[src/rtl/ascp_pkg.sv]
// Package: shared types and constants of the ASCII channel frame parser.
package ascp_pkg;

  localparam int NUM_CHANNELS_DEF = 16;

  localparam logic [7:0] TIMEOUT_RESET = 8'd11;

  localparam logic [7:0] MARK_START = 8'd60;
  localparam logic [7:0] MARK_SEP   = 8'd61;
  localparam logic [7:0] MARK_END   = 8'd62;
  localparam logic [7:0] DIGIT_LO   = 8'd48;
  localparam logic [7:0] DIGIT_HI   = 8'd57;

  localparam logic [3:0] MAX_COLLECT      = 4'd9;
  localparam logic [3:0] MIN_COLLECT      = 4'd4;
  localparam logic [3:0] MAX_GOOD_COLLECT = 4'd8;
  localparam logic [9:0] CHANNEL_MAX      = 10'd99;
  localparam logic [19:0] VALUE_MAX       = 20'd99999;

  localparam logic [1:0] KIND_BYTE = 2'd0;
  localparam logic [1:0] KIND_READ = 2'd1;
  localparam logic [1:0] KIND_TICK = 2'd2;

  typedef struct packed {
    logic [1:0] kind;
    logic [7:0] rx_byte;
    logic [3:0] read_channel;
  } in_item_t;

  typedef struct packed {
    logic        frame_done;
    logic        frame_good;
    logic [6:0]  frame_channel;
    logic [16:0] frame_value;
    logic [16:0] read_value;
  } out_item_t;

  // Frame outcome of one item, from the parser to the output pipeline.
  typedef struct packed {
    logic        done;
    logic        good;
    logic [6:0]  channel;
    logic [16:0] value;
  } frame_res_t;

  // Store write request.
  typedef struct packed {
    logic        en;
    logic [6:0]  channel;
    logic [16:0] data;
  } store_wr_t;

endpackage

[src/rtl/ascp_parser.sv]
// Frame parser: hunts for the start mark, collects characters, handles ticks.
module ascp_parser import ascp_pkg::*; #(
  parameter int NUM_CHANNELS = NUM_CHANNELS_DEF
) (
  input  logic       clk,
  input  logic       rst_n,
  input  logic       acc,
  input  in_item_t   item,
  input  logic [7:0] timeout_ticks,
  output frame_res_t res,
  output store_wr_t  wr
);

  localparam logic [6:0] NUM_CH = 7'(NUM_CHANNELS);

  logic        in_frame_r,   in_frame_nxt;
  logic [3:0]  char_count_r, char_count_nxt;
  logic        in_value_r,   in_value_nxt;
  logic [1:0]  ch_digits_r,  ch_digits_nxt;
  logic [6:0]  ch_accum_r,   ch_accum_nxt;
  logic [16:0] val_accum_r,  val_accum_nxt;
  logic        error_r,      error_nxt;
  logic [7:0]  tick_count_r, tick_count_nxt;

  logic        is_digit;
  logic [3:0]  digit;
  logic [9:0]  ch_n;
  logic [19:0] val_n;
  logic [3:0]  cc_inc;
  logic        good;

  assign is_digit = (item.rx_byte >= DIGIT_LO) && (item.rx_byte <= DIGIT_HI);
  assign digit    = 4'(item.rx_byte - DIGIT_LO);
  assign ch_n     = 10'(ch_accum_r) * 10'd10 + 10'(digit);
  assign val_n    = 20'(val_accum_r) * 20'd10 + 20'(digit);
  assign cc_inc   = char_count_r + 4'd1;
  assign good     = !error_r && in_value_r && (ch_digits_r != 2'd0) &&
                    (cc_inc >= MIN_COLLECT) && (cc_inc <= MAX_GOOD_COLLECT) &&
                    (ch_accum_r < NUM_CH);

  always_comb begin
    in_frame_nxt   = in_frame_r;
    char_count_nxt = char_count_r;
    in_value_nxt   = in_value_r;
    ch_digits_nxt  = ch_digits_r;
    ch_accum_nxt   = ch_accum_r;
    val_accum_nxt  = val_accum_r;
    error_nxt      = error_r;
    tick_count_nxt = tick_count_r;
    res            = '0;
    if (acc) begin
      unique case (item.kind)
        KIND_BYTE: begin
          if (!in_frame_r) begin
            if (item.rx_byte == MARK_START) begin
              in_frame_nxt   = 1'b1;
              char_count_nxt = '0;
              in_value_nxt   = 1'b0;
              ch_digits_nxt  = '0;
              ch_accum_nxt   = '0;
              val_accum_nxt  = '0;
              error_nxt      = 1'b0;
              tick_count_nxt = '0;
            end
          end else begin
            char_count_nxt = cc_inc;
            if (item.rx_byte == MARK_END) begin
              in_frame_nxt = 1'b0;
              res.done     = 1'b1;
              if (good) begin
                res.good    = 1'b1;
                res.channel = ch_accum_r;
                res.value   = val_accum_r;
              end
            end else begin
              if (is_digit && !in_value_r) begin
                if (ch_n > CHANNEL_MAX) error_nxt = 1'b1;
                else ch_accum_nxt = 7'(ch_n);
                if (ch_digits_r != 2'd3) ch_digits_nxt = ch_digits_r + 2'd1;
              end else if (is_digit) begin
                if (val_n > VALUE_MAX) error_nxt = 1'b1;
                else val_accum_nxt = 17'(val_n);
              end else if (item.rx_byte == MARK_SEP && !in_value_r) begin
                in_value_nxt = 1'b1;
              end else begin
                error_nxt = 1'b1;
              end
              // Drop the frame once the length limit is reached.
              if (cc_inc >= MAX_COLLECT) begin
                in_frame_nxt = 1'b0;
                res.done     = 1'b1;
              end
            end
          end
        end
        KIND_TICK: begin
          if (in_frame_r) begin
            if (tick_count_r >= timeout_ticks) begin
              in_frame_nxt = 1'b0;
              res.done     = 1'b1;
            end else begin
              tick_count_nxt = tick_count_r + 8'd1;
            end
          end
        end
        default: begin
        end
      endcase
    end
  end

  assign wr.en      = res.good;
  assign wr.channel = res.channel;
  assign wr.data    = res.value;

  always_ff @(posedge clk) begin
    if (!rst_n) begin
      in_frame_r   <= 1'b0;
      char_count_r <= '0;
      in_value_r   <= 1'b0;
      ch_digits_r  <= '0;
      ch_accum_r   <= '0;
      val_accum_r  <= '0;
      error_r      <= 1'b0;
      tick_count_r <= '0;
    end else begin
      in_frame_r   <= in_frame_nxt;
      char_count_r <= char_count_nxt;
      in_value_r   <= in_value_nxt;
      ch_digits_r  <= ch_digits_nxt;
      ch_accum_r   <= ch_accum_nxt;
      val_accum_r  <= val_accum_nxt;
      error_r      <= error_nxt;
      tick_count_r <= tick_count_nxt;
    end
  end

endmodule

[src/rtl/ascp_store.sv]
// Channel value store: one-write, one-read synchronous memory with valid bits.
module ascp_store import ascp_pkg::*; #(
  parameter int NUM_CHANNELS = NUM_CHANNELS_DEF
) (
  input  logic        clk,
  input  logic        rst_n,
  input  store_wr_t   wr,
  input  logic        rd_en,
  input  logic [3:0]  rd_channel,
  output logic [16:0] rd_data
);

  localparam int AW = (NUM_CHANNELS > 1) ? $clog2(NUM_CHANNELS) : 1;
  localparam logic [6:0] NUM_CH = 7'(NUM_CHANNELS);

  logic [16:0]             mem [NUM_CHANNELS];
  logic [NUM_CHANNELS-1:0] vld_r;
  logic [16:0]             mem_q_r;
  logic                    hit_r;
  logic [6:0]              rd_ext;
  logic [AW-1:0]           rd_addr;
  logic [AW-1:0]           wr_addr;

  assign rd_ext  = 7'(rd_channel);
  assign rd_addr = rd_ext[AW-1:0];
  assign wr_addr = wr.channel[AW-1:0];

  always_ff @(posedge clk) begin
    if (wr.en) begin
      mem[wr_addr] <= wr.data;
    end
    if (rd_en) begin
      mem_q_r <= mem[rd_addr];
    end
  end

  // Entries never written read as zero; out-of-range channels read as zero.
  always_ff @(posedge clk) begin
    if (!rst_n) begin
      vld_r <= '0;
      hit_r <= 1'b0;
    end else begin
      if (wr.en) vld_r[wr_addr] <= 1'b1;
      if (rd_en) hit_r <= (rd_ext < NUM_CH) && vld_r[rd_addr];
    end
  end

  assign rd_data = hit_r ? mem_q_r : '0;

endmodule

[src/rtl/ascii_channel_frame_parser.sv]
// Top level: ASCII channel frame parser with per-channel value store.
//
// Items (received byte, read request, millisecond tick) are taken one per
// cycle while in_stall is low and each yields exactly one result: the
// parser updates its frame registers in the transfer cycle, the store's
// read port registers the requested value, and the output register holds
// the result until the downstream side takes it. A frame of the form
// <digits=digits> (the value digits may be empty), 5 to 9 characters long,
// naming a channel below NUM_CHANNELS, is written to the store at the
// transfer of its end mark and is visible to any later read request. The
// store is cleared by reset at once through per-entry valid bits, so no
// clearing pass is needed. The timeout register may be written whenever
// cfg_ready is high; write it only while no items are in flight.
module ascii_channel_frame_parser import ascp_pkg::*; #(
  parameter int NUM_CHANNELS = NUM_CHANNELS_DEF
) (
  input  logic      clk,
  input  logic      rst_n,
  input  logic      in_valid,
  output logic      in_stall,
  input  in_item_t  in_item,
  output logic      out_valid,
  input  logic      out_stall,
  output out_item_t out_item,
  input  logic      cfg_valid,
  output logic      cfg_ready,
  input  logic [7:0] cfg_data
);

  logic       cfg_wr;
  logic [7:0] timeout_ticks_r;

  logic       in_acc;
  logic       s1_adv;
  logic       s1_valid_r, s1_valid_nxt;
  logic       s1_read_r;
  frame_res_t s1_res_r;
  logic       out_valid_r, out_valid_nxt;
  out_item_t  out_item_r;

  frame_res_t  pr_res;
  store_wr_t   st_wr;
  logic [16:0] st_rdata;
  logic        rd_en;

  assign cfg_wr    = cfg_valid && cfg_ready;
  assign cfg_ready = 1'b1;

  // Take a new timeout on each configuration transfer.
  always_ff @(posedge clk) begin
    if (!rst_n) begin
      timeout_ticks_r <= TIMEOUT_RESET;
    end else if (cfg_wr) begin
      timeout_ticks_r <= cfg_data;
    end
  end

  // Stage 1 waits for the store read; it advances whenever the output
  // register is empty or being taken. Stall the input only when stage 1
  // is full and cannot advance.
  assign s1_adv   = s1_valid_r && (!out_valid_r || !out_stall);
  assign in_stall = s1_valid_r && out_valid_r && out_stall;
  assign in_acc   = in_valid && !in_stall;
  assign rd_en    = in_acc && (in_item.kind == KIND_READ);

  ascp_parser #(
    .NUM_CHANNELS(NUM_CHANNELS)
  ) u_parser (
    .clk           (clk),
    .rst_n         (rst_n),
    .acc           (in_acc),
    .item          (in_item),
    .timeout_ticks (timeout_ticks_r),
    .res           (pr_res),
    .wr            (st_wr)
  );

  ascp_store #(
    .NUM_CHANNELS(NUM_CHANNELS)
  ) u_store (
    .clk        (clk),
    .rst_n      (rst_n),
    .wr         (st_wr),
    .rd_en      (rd_en),
    .rd_channel (in_item.read_channel),
    .rd_data    (st_rdata)
  );

  always_comb begin
    s1_valid_nxt = s1_valid_r;
    if (in_acc) s1_valid_nxt = 1'b1;
    else if (s1_adv) s1_valid_nxt = 1'b0;
    out_valid_nxt = s1_adv ? 1'b1 : (out_valid_r && out_stall);
  end

  always_ff @(posedge clk) begin
    if (!rst_n) begin
      s1_valid_r  <= 1'b0;
      out_valid_r <= 1'b0;
    end else begin
      s1_valid_r  <= s1_valid_nxt;
      out_valid_r <= out_valid_nxt;
    end
  end

  // Payload: capture at input transfer, advance to the output register.
  always_ff @(posedge clk) begin
    if (in_acc) begin
      s1_res_r  <= pr_res;
      s1_read_r <= (in_item.kind == KIND_READ);
    end
    if (s1_adv) begin
      out_item_r.frame_done    <= s1_res_r.done;
      out_item_r.frame_good    <= s1_res_r.good;
      out_item_r.frame_channel <= s1_res_r.channel;
      out_item_r.frame_value   <= s1_res_r.value;
      out_item_r.read_value    <= s1_read_r ? st_rdata : '0;
    end
  end

  assign out_valid = out_valid_r;
  assign out_item  = out_item_r;

  // A good frame is always an ended frame.
  a_good_done: assert property (@(posedge clk) disable iff (!rst_n)
    out_valid_r |-> (out_item_r.frame_done || !out_item_r.frame_good))
    else $error("frame_good without frame_done");

  // A frame result never carries a read value.
  a_done_noread: assert property (@(posedge clk) disable iff (!rst_n)
    (s1_adv && s1_res_r.done) |=> (out_item_r.read_value == '0))
    else $error("read value on a frame result");

  // A stage-1 item that cannot advance is still there next cycle.
  a_s1_hold: assert property (@(posedge clk) disable iff (!rst_n)
    (s1_valid_r && !s1_adv) |=> (s1_valid_r && $stable(s1_res_r)))
    else $error("stage 1 lost an item");

  // A store write only comes from a transferred item naming a valid channel.
  a_wr_range: assert property (@(posedge clk) disable iff (!rst_n)
    st_wr.en |-> (in_acc && (st_wr.channel < 7'(NUM_CHANNELS))))
    else $error("store write out of range");

endmodule

[config.mk]
export PLATFORM = sky130hd
export DESIGN_NAME = ascii_channel_frame_parser
export DESIGN_NICKNAME = d
export VERILOG_FILES = /design/src/rtl/ascp_pkg.sv /design/src/rtl/ascp_parser.sv /design/src/rtl/ascp_store.sv /design/src/rtl/ascii_channel_frame_parser.sv
export SDC_FILE = /design/constraint.sdc
export NUM_CORES = 1
export LEC_CHECK = 0
export ABC_CLOCK_PERIOD_IN_PS = 9300
export BUFFER_PORTS_ARGS = -buffer_cell sky130_fd_sc_hd__buf_2
export CAP_MARGIN = 0
export CORE_AREA = 5 5 227 229
export DETAILED_ROUTE_END_ITERATION = 16
export DIE_AREA = 0 0 232 234
export PLACE_DENSITY = 0.63
export SLEW_MARGIN = 20
export SYNTH_ARGS = -nofsm -noshare
export SYNTH_HDL_FRONTEND = slang
export SYNTH_SLANG_ARGS = --single-unit
[constraint.sdc]
create_clock -name clk -period 9.3 [get_ports clk]
set_clock_uncertainty 0.2 [all_clocks]
set_input_delay 0.465 -clock clk [delete_from_list [all_inputs] [get_ports clk]]
set_output_delay 0.465 -clock clk [all_outputs]
set_load 0.005 [all_outputs]
==> flow_metrics.py, run 1 <==
metrics = {
    "clocking": {
        "cts_tree": "done",
        "post_cts_buffers": 0,
        "clock_tree.buffer_depth": 3,
        "cts_hold_repair.buffers": 11,
        "cts_htree_levels": 2,
        "cts-buffers-inserted": 45,
        "cts.sink_count": 427,
        "cell_at_the_root_of_the_clock_tree": "sky130_fd_sc_hd__clkbuf_16",
        "post_cts_resize_count": 0,
        "clk_lat_worst_skew_ps": 570,
        "cts.reportedPaths.clkPinSlew_ps": 60,
    },
    "synthesis": {
        "yosys_warnings": 0,
        "mappedNetlistArea_sq_um": 18400,
        "count_of_flip_flops_with_a_built_in_enable_after_synthesis": 359,
        "syn_inst": 1145,
        "synth-adder-area-share_pct": 4.44,
        "post_synthesis_sequential_area_ratio_pct": 65.8,
        "async_flop_share_pct": 0,
        "synth_xor_xnor_area_share_pct": 1.74,
        "most_used_flip_flop_cell_after_synthesis": "sky130_fd_sc_hd__edfxtp_1",
        "synth-simple-area-share_pct": 7.91,
        "synth-compound-area-share_pct": 6.63,
        "post_synth_num_cell_types": 77,
        "ffs_latches_synth": 427,
        "synth_top_family_by_area": "multiplexers",
        "synth_mux_area_share_pct": 11.6,
        "post_synth.cell_area_avg_sq_um": 16.1,
    },
    "floorplanning": {
        "floorplan.initialDensity_pct": 37.3,
        "num_io_pins": 73,
        "die_width_um": 232,
        "die_height_um": 234,
        "core-area_sq_um": 49500,
        "placement_rows": 82,
        "floorplan.die_area_sq_um": 54300,
    },
    "pwr": {
        "power.density_nw_per_um2": 184,
        "p_leak_nw": 6.59,
        "ir_worst_vdd_mv": 0.145,
        "seqPwrFrac_pct": 53.1,
        "p_switching_mw": 0.795,
        "pwr-share-clk_pct": 44.5,
        "netSwitchingFraction_pct": 20.4,
        "p_int_mw": 3.11,
        "p_comb_share_pct": 2.4,
    },
    "sta": {
        "slew-limit-headroom_pct": 35.0,
        "fin_crit_sh_pct": 52.8,
        "timing.setup.tns_ps": 0,
        "period_minus_slack_ps": 4910,
        "slew_viol_final": 0,
        "timing.hold.ws_ps": 97.6,
        "tightestPinTransition_ps": 975,
        "final-setup-viol-count": 0,
        "grt_setup_unrepaired": "no",
        "final-hold-violation-count": 0,
        "fmax_mhz": 204,
    },
    "detailed_routing": {
        "route.final.wire_length_um": 40000,
        "drt-met1-wl_um": 17200,
        "drc": 0,
        "met3_wirelength_um": 2190,
        "final_antenna_net_count": 0,
        "maxUsedRoutingLayer": "met4",
        "vias": 10200,
        "drt_pre_antenna_iters": 4,
        "met2_wirelength_um": 19700,
        "drtIter0Drc": 851,
        "avgRoutedWirePerCell_um": 20.4,
        "vias_per_cell": 5.21,
    },
    "setup_path": {
        "critical_path.endpoint_type": "flip-flop",
        "setup.worst_path.start_class": "flip-flop",
        "timing.critical_path.required_ps": 9540,
        "crit_type": "reg -> reg",
        "critPathMaxFanout": 34,
        "cp_data_arrival_time_ps": 5150,
    },
    "place": {
        "place_congestion": 0.875,
        "place.detailed.instances": 1866,
        "dp.final_hpwl_um": 24200,
        "place.port_buffers": 71,
    },
    "run_status": {
        "outcome": "complete, no violations",
    },
    "global_routing": {
        "grt_start_max_net_pins": 63,
        "antenna_found_initial": 0,
        "wire_length_of_the_first_global_routing_pass_um": 61800,
        "global_route.overflow_total": 0,
        "grt.total_usage_pct": 14.7,
        "first_global_vias": 10400,
    },
    "worst_hold_path": {
        "hold_class": "in -> reg",
    },
    "cells_and_area": {
        "area_growth_pct": 15.2,
        "final_util_pct": 43.0,
        "post_layout_nonfiller_instances": 1961,
        "num-nets-final": 1342,
        "layout-drive-gt1-share_pct": 22.4,
        "layout.filler_cells": 4428,
    },
    "job": {
        "max_cap_violations": 0,
    },
}
## power by group through the flow
stage	logic, mW	clock network (mW)	registers (mW)
2_1_floorplan	0.0541	0	2.12
3_5_place_dp	0.0925	0	2.12
4_1_cts	0.0963	1.78	2.07
3_3_place_gp	0.0917	0	2.12
5_1_grt	0.103	1.86	2.07
6_report	0.0929	1.74	2.07
## metal layers
layer  global-route usage (%)  vias to the layer above
met3                     2.99                       52
met4                     4.01                        0
met2                     24.7                      236
met5                        0                        -
met1                     19.7                     5206
li1                         -                     4720
## placed cells by master (no fill, tap or decap), types with 9 or more instances in the layout
cell type	netlist	final
sky130_fd_sc_hd__a21boi_0	10	9
sky130_fd_sc_hd__a21o_1	12	12
sky130_fd_sc_hd__a21oi_1	29	29
sky130_fd_sc_hd__and2_1	27	27
sky130_fd_sc_hd__and3_1	38	38
sky130_fd_sc_hd__buf_2	5	70
sky130_fd_sc_hd__buf_4	1	24
sky130_fd_sc_hd__clkbuf_16	0	45
sky130_fd_sc_hd__clkinv_1	0	15
sky130_fd_sc_hd__dfxtp_1	68	68
sky130_fd_sc_hd__dlygate4sd3_1	0	11
sky130_fd_sc_hd__edfxtp_1	359	359
sky130_fd_sc_hd__ha_1	59	59
sky130_fd_sc_hd__inv_1	34	34
sky130_fd_sc_hd__mux2i_1	11	11
sky130_fd_sc_hd__mux4_2	90	90
sky130_fd_sc_hd__nand2_1	45	45
sky130_fd_sc_hd__nand2b_1	10	10
sky130_fd_sc_hd__nand3_1	20	20
sky130_fd_sc_hd__nor2_1	55	43
sky130_fd_sc_hd__nor2_2	0	12
sky130_fd_sc_hd__nor2b_1	11	11
sky130_fd_sc_hd__o211ai_1	9	9
sky130_fd_sc_hd__o21a_1	36	36
sky130_fd_sc_hd__o21ai_0	21	21
sky130_fd_sc_hd__xnor2_1	26	26
## stage by stage
step / setup WS [ps] / area [sq um] / total power [mW]
finish: 4390 / 21300 / 3.90
global route: 4170 / 21200 / 4.04
CTS: 4460 / 21200 / 3.95
detailed placement: 4470 / 19700 / 2.21
global placement: 4670 / 19700 / 2.21
floorplan: 4960 / 18500 / 2.17
## Yosys cell counts, drive strengths merged, types with 5 or more instances
master | n | area, sq um
edfxtp | 359 | 10800
mux4 | 90 | 2030
dfxtp | 68 | 1360
ha | 59 | 738
nor2 | 55 | 206
nand2 | 45 | 169
and3 | 38 | 238
o21a | 36 | 270
inv | 34 | 128
clkbuf | 32 | 120
a21oi | 29 | 145
and2 | 28 | 175
xnor2 | 27 | 244
o21ai | 25 | 125
nand3 | 21 | 110
buf | 15 | 81.3
a21o | 12 | 90.1
mux2i | 11 | 110
nor2b | 11 | 68.8
a21boi | 10 | 75.1
nand2b | 10 | 62.6
nor3 | 10 | 55.1
o211ai | 9 | 67.6
nand3b | 8 | 60.1
nor4 | 8 | 71.3
xor2 | 8 | 77.6
a211oi | 7 | 72.6
nand4 | 6 | 43.8
or3 | 6 | 37.5
o2111ai | 5 | 61.3
or4 | 5 | 37.5
## area by class of cell
class | instances | area, sq um | share of cell area [%]
clock inverter | 32 | 295 | 1.39
sequential | 427 | 12100 | 57.1
timing repair buffer | 105 | 641 | 3.01
inverter | 34 | 128 | 0.601
multi-input combinational | 639 | 6050 | 28.5
antenna | 1 | 2.50 | 0.0118
tap | 672 | 841 | 3.96
clock buffer | 51 | 1150 | 5.41
## flip-flops by register name, indices dropped and copies added, names as in the netlist, 2 cells and up
| signal | flops |
|---|---|
| timeout_ticks_r | 8 |
| u_store.vld_r | 16 |
| u_parser.val_accum_r | 17 |
| out_item | 43 |
| u_parser.ch_accum_r | 7 |
| u_parser.ch_digits_r | 2 |
| u_store.mem_q_r | 17 |
| u_parser.tick_count_r | 8 |
| u_parser.char_count_r | 4 |
| s1_res_r | 26 |
| u_store.mem | 272 |
## logic make-up (layout without fill, tap and decap cells)
kind of cell | after synthesis | count (layout)
buffers and inverters | 81 | 222
flip-flops | 427 | 427
adder cells (fa/ha/maj) | 63 | 63
XOR/XNOR | 35 | 35
AO/OA/AOI/OAI | 169 | 169
AND/OR/NAND/NOR | 266 | 266
multiplexers | 102 | 102
other | 2 | 5
## final timing paths
kind	end	start	slack [ps]	cells past startpoint
min reg2reg	out_item[23]	s1_res_r[6]	220	0
max	u_parser.val_accum_r[3]	u_parser.val_accum_r[1]	4390	13
min	timeout_ticks_r[1]	cfg_valid	100	3
max reg2reg	u_parser.val_accum_r[3]	u_parser.val_accum_r[1]	4390	13
## critical path: stages, from the launching register on
cell	delay [ps]
sky130_fd_sc_hd__dfxtp_1	410
sky130_fd_sc_hd__ha_1	260
sky130_fd_sc_hd__ha_1	240
sky130_fd_sc_hd__fa_1	460
sky130_fd_sc_hd__xor2_2	310
sky130_fd_sc_hd__nand4_2	220
sky130_fd_sc_hd__or4_1	670
sky130_fd_sc_hd__nor4_1	370
sky130_fd_sc_hd__o21ai_1	110
sky130_fd_sc_hd__a311oi_1	300
sky130_fd_sc_hd__a32o_2	230
sky130_fd_sc_hd__o2111ai_4	420
sky130_fd_sc_hd__and3_1	380
sky130_fd_sc_hd__o21a_1	190
Power figures use the tool's default switching activity.
==> inputs of run 2 (changes only) <==
--- a/config.mk
+++ b/config.mk
@@ -5,12 +5,13 @@
 export SDC_FILE = /design/constraint.sdc
 export NUM_CORES = 1
 export LEC_CHECK = 0
-export ABC_CLOCK_PERIOD_IN_PS = 9300
+export ABC_AREA = 1
+export ABC_CLOCK_PERIOD_IN_PS = 4700
 export BUFFER_PORTS_ARGS = -buffer_cell sky130_fd_sc_hd__buf_2
 export CAP_MARGIN = 0
-export CORE_AREA = 5 5 227 229
+export CORE_AREA = 5 5 230 232
 export DETAILED_ROUTE_END_ITERATION = 16
-export DIE_AREA = 0 0 232 234
+export DIE_AREA = 0 0 235 237
 export PLACE_DENSITY = 0.63
 export SLEW_MARGIN = 20
 export SYNTH_ARGS = -nofsm -noshare
==> constraint.sdc (replaced) <==
create_clock -name clk -period 4.7 [get_ports clk]
set_clock_uncertainty 0.2 [all_clocks]
set_input_delay 0.235 -clock clk [delete_from_list [all_inputs] [get_ports clk]]
set_output_delay 0.235 -clock clk [all_outputs]
set_load 0.005 [all_outputs]
==> run 2 against run 1 <==
Effect of this change: synthesized cell count increased by 45%; setup slack worse by 3700 ps; die area increased by 2.6%; area after synthesis increased by 3.0%; hold slack got worse by 61 ps; clock power increased by 110%; cell area grew 4.2%; sequential power increased by 99%; count of clock-buffer cells in the layout fell by 2; via count rose by 26%; critical path type is now in -> reg.
==> flow_metrics.py, run 2 <==
metrics = {
    "run_status": {
        "outcome": "complete, no violations",
    },
    "cells_and_area": {
        "largest_reg_flops": 272,
        "area_of_all_placed_cells_without_fillers_sq_um": 22100,
        "top_register": "u_store.mem",
        "antennaDiodeCount": 0,
        "layout.cells.most_common_list": "sky130_fd_sc_hd__edfxtp_1 (359), sky130_fd_sc_hd__nor2_1 (222), sky130_fd_sc_hd__nand2_1 (190)",
        "mostFrequentLayoutCell": "sky130_fd_sc_hd__edfxtp_1",
        "area_growth_pct": 16.5,
        "layout-drive-gt1-share_pct": 13.6,
        "num-nets-final": 1863,
    },
    "detailed_routing": {
        "maxUsedRoutingLayer": "met5",
        "met2_wirelength_um": 21300,
        "drc": 0,
        "vias_per_cell": 5.15,
        "route.final.wire_length_um": 45800,
        "drt_pre_antenna_iters": 5,
        "met3_wirelength_um": 3440,
        "drt-met1-wl_um": 19800,
        "drtIter0Drc": 1235,
        "vias": 12800,
        "avgRoutedWirePerCell_um": 18.4,
        "final_antenna_net_count": 0,
    },
    "synthesis": {
        "mappedNetlistArea_sq_um": 19000,
        "syn_inst": 1661,
        "post_synthesis_sequential_area_ratio_pct": 63.9,
        "yosys.area.top_type_share_pct": 56.7,
        "yosys_warnings": 0,
        "count_of_flip_flops_with_a_built_in_enable_after_synthesis": 359,
        "post_synth.cell_area_avg_sq_um": 11.4,
        "post_synth_num_cell_types": 50,
        "synth_area_leader_cell": "sky130_fd_sc_hd__edfxtp_1",
        "async_flop_share_pct": 0,
        "synth_most_common_cell": "sky130_fd_sc_hd__edfxtp_1",
        "synth.cells.most_frequent": "sky130_fd_sc_hd__edfxtp_1 (359), sky130_fd_sc_hd__nor2_1 (247), sky130_fd_sc_hd__nand2_1 (190), sky130_fd_sc_hd__inv_1 (157), sky130_fd_sc_hd__o21ai_0 (89)",
        "synth_top_cells_by_area": "sky130_fd_sc_hd__edfxtp_1 (57%), sky130_fd_sc_hd__dfxtp_1 (7.2%), sky130_fd_sc_hd__nor2_1 (4.9%), sky130_fd_sc_hd__ha_1 (3.9%), sky130_fd_sc_hd__nand2_1 (3.8%)",
        "most_used_flip_flop_cell_after_synthesis": "sky130_fd_sc_hd__edfxtp_1",
        "ffs_latches_synth": 427,
    },
    "sta": {
        "final-setup-viol-count": 0,
        "slew_viol_final": 0,
        "timing.hold.ws_ps": 36.5,
        "period_minus_slack_ps": 4060,
        "tightestPinTransition_ps": 1120,
        "fin_crit_sh_pct": 86.4,
        "fmax_mhz": 246,
        "grt_setup_unrepaired": "no",
        "timing.final.ws_setup_ps": 641,
        "final-hold-violation-count": 0,
        "timing.setup.tns_ps": 0,
        "slew-limit-headroom_pct": 25.3,
    },
    "setup_path": {
        "r2r-start": "u_parser.val_accum_r[1]",
        "crit_type": "in -> reg",
        "critical_path.reg2reg.endpoint": "u_parser.val_accum_r[0]",
        "critical-path-slowest-cell": "sky130_fd_sc_hd__dlygate4sd3_1",
        "setup.worst_path.start_class": "primary input",
        "cp_data_arrival_time_ps": 4090,
        "reg2reg_depth": 18,
        "critPathMaxFanout": 22,
        "timing.critical_path.required_ps": 4730,
        "crit_top_cell": "sky130_fd_sc_hd__inv_1",
        "crit_path_cell_trace": "dlygate4sd3_1, buf_2, nor3_2, dlygate4sd3_1, inv_1, nor4_1, nand3_1, nor2_1, inv_1, nor2_1, inv_1, nor2_1, inv_1, nor2_2, buf_4",
        "critical_path.endpoint_type": "flip-flop",
        "critical-path-max-stage-delay_ps": 640,
        "setup.reg_to_reg.worst_slack_ps": 790,
    },
    "global_routing": {
        "first_global_vias": 12700,
        "grt.total_usage_pct": 16.2,
        "wire_length_of_the_first_global_routing_pass_um": 71800,
        "grt_start_max_net_pins": 145,
        "antenna_found_initial": 2,
        "global_route.overflow_total": 0,
    },
    "floorplanning": {
        "placement_rows": 83,
        "core-area_sq_um": 50800,
        "num_io_pins": 73,
        "die_width_um": 235,
        "floorplan.die_area_sq_um": 55700,
        "floorplan.initialDensity_pct": 37.4,
        "die_height_um": 237,
    },
    "clocking": {
        "cts_htree_levels": 2,
        "cts_tree": "done",
        "cts.sink_count": 427,
        "cts.reportedPaths.clkPinSlew_ps": 60,
        "cell_at_the_root_of_the_clock_tree": "sky130_fd_sc_hd__clkbuf_16",
        "clk_lat_worst_skew_ps": 580,
        "clock_tree.buffer_depth": 3,
        "cts_hold_repair.buffers": 36,
        "post_cts_resize_count": 0,
        "post_cts_buffers": 0,
        "cts-buffers-inserted": 45,
    },
    "worst_hold_path": {
        "whs_path_depth": 5,
        "hp-start": "in_item[7]",
        "hold_class": "in -> reg",
        "holdPathEnd": "s1_res_r[24]",
    },
    "pwr": {
        "pwr-share-clk_pct": 45.7,
        "seqPwrFrac_pct": 50.4,
        "netSwitchingFraction_pct": 20.8,
        "p_comb_share_pct": 3.9,
        "p_leak_nw": 8.01,
        "p_switching_mw": 1.70,
        "power.density_nw_per_um2": 369,
        "p_int_mw": 6.47,
        "ir_worst_vdd_mv": 0.217,
    },
    "job": {
        "max_cap_violations": 0,
    },
    "place": {
        "place_area_sq_um": 20200,
        "dp.final_hpwl_um": 27700,
        "place.port_buffers": 71,
        "dp_worst_setup_slack_ps": 858,
        "place_congestion": 0.817,
    },
}
-- run 2: cell types whose count changed in the layout (fill, tap and decap cells not counted), moves of 38 or more --
cell / delta
sky130_fd_sc_hd__mux2i_1: +45
sky130_fd_sc_hd__nand2_1: +145
sky130_fd_sc_hd__inv_1: +121
sky130_fd_sc_hd__nand3_1: +57
sky130_fd_sc_hd__o21ai_0: +68
sky130_fd_sc_hd__mux4_2: -90
sky130_fd_sc_hd__and3_1: -38
sky130_fd_sc_hd__nor2_1: +179
sky130_fd_sc_hd__o221ai_1: +54
-- run 2: power groups by stage --
| stage | clock network [mW] | registers, mW | logic (mW) |
|---|---|---|---|
| after detailed placement | 0 | 4.19 | 0.296 |
| after CTS | 3.80 | 4.11 | 0.323 |
| after global routing | 3.96 | 4.12 | 0.353 |
| final | 3.73 | 4.11 | 0.321 |
| after floorplan | 0 | 4.19 | 0.184 |
| after global placement | 0 | 4.19 | 0.291 |
-- run 2: cell families (layout without fill, tap and decap cells) --
group / Yosys count / in the layout / share of synthesized area (%)
fa+ha+maj: 63 / 63 / 4.31
flops: 427 / 427 / 63.9
buf+inv: 230 / 376 / 4.70
mux: 56 / 56 / 2.95
compound gates: 254 / 254 / 8.69
simple gates: 606 / 606 / 14.3
other cells: 2 / 4 / 0.0395
xor+xnor: 23 / 23 / 1.06
-- run 2: stage by stage --
stage	total power [mW]	std cells	util (%)
after detailed placement	4.49	2370	39.8
after floorplan	4.38	1663	-
after global routing	8.43	2489	43.6
final	8.16	2489	43.6
after CTS	8.24	2489	43.6
after global placement	4.49	2370	39.8
-- run 2: area by class of cell --
| cell class | instances | area [sq um] |
|---|---|---|
| clock inverter | 34 | 405 |
| multi-input combinational | 1006 | 6050 |
| sequential | 427 | 12100 |
| timing repair buffer | 133 | 945 |
| fill | 4677 | 28600 |
| clock buffer | 49 | 1140 |
| tap | 680 | 851 |
| inverter | 160 | 601 |
-- run 2: worst max-delay path by stage --
stage               slack [ps]  cells after the start                 endpoint                     from
global route               410                     15        u_store.mem[4][9]              in_item[10]
global placement           970                     18  u_parser.val_accum_r[1]  u_parser.val_accum_r[1]
floorplan                 1030                     13        u_store.mem[0][0]                out_valid
CTS                        750                     15       u_store.mem[14][3]              in_item[10]
detailed placement         860                     18  u_parser.val_accum_r[1]  u_parser.val_accum_r[1]
finish                     640                     15       u_store.mem[12][9]              in_item[10]
-- run 2: critical path: cells and delay by family --
kind                   cells  cell delay (ps)
buffers and inverters      8             2320
AND/OR/NAND/NOR            7             1520
-- run 2: routing by layer --
metal	track usage (%)	vias up
met5	0	-
met4	5.33	4
met3	3.48	80
met2	26.4	427
met1	21.9	6189
li1	-	6125
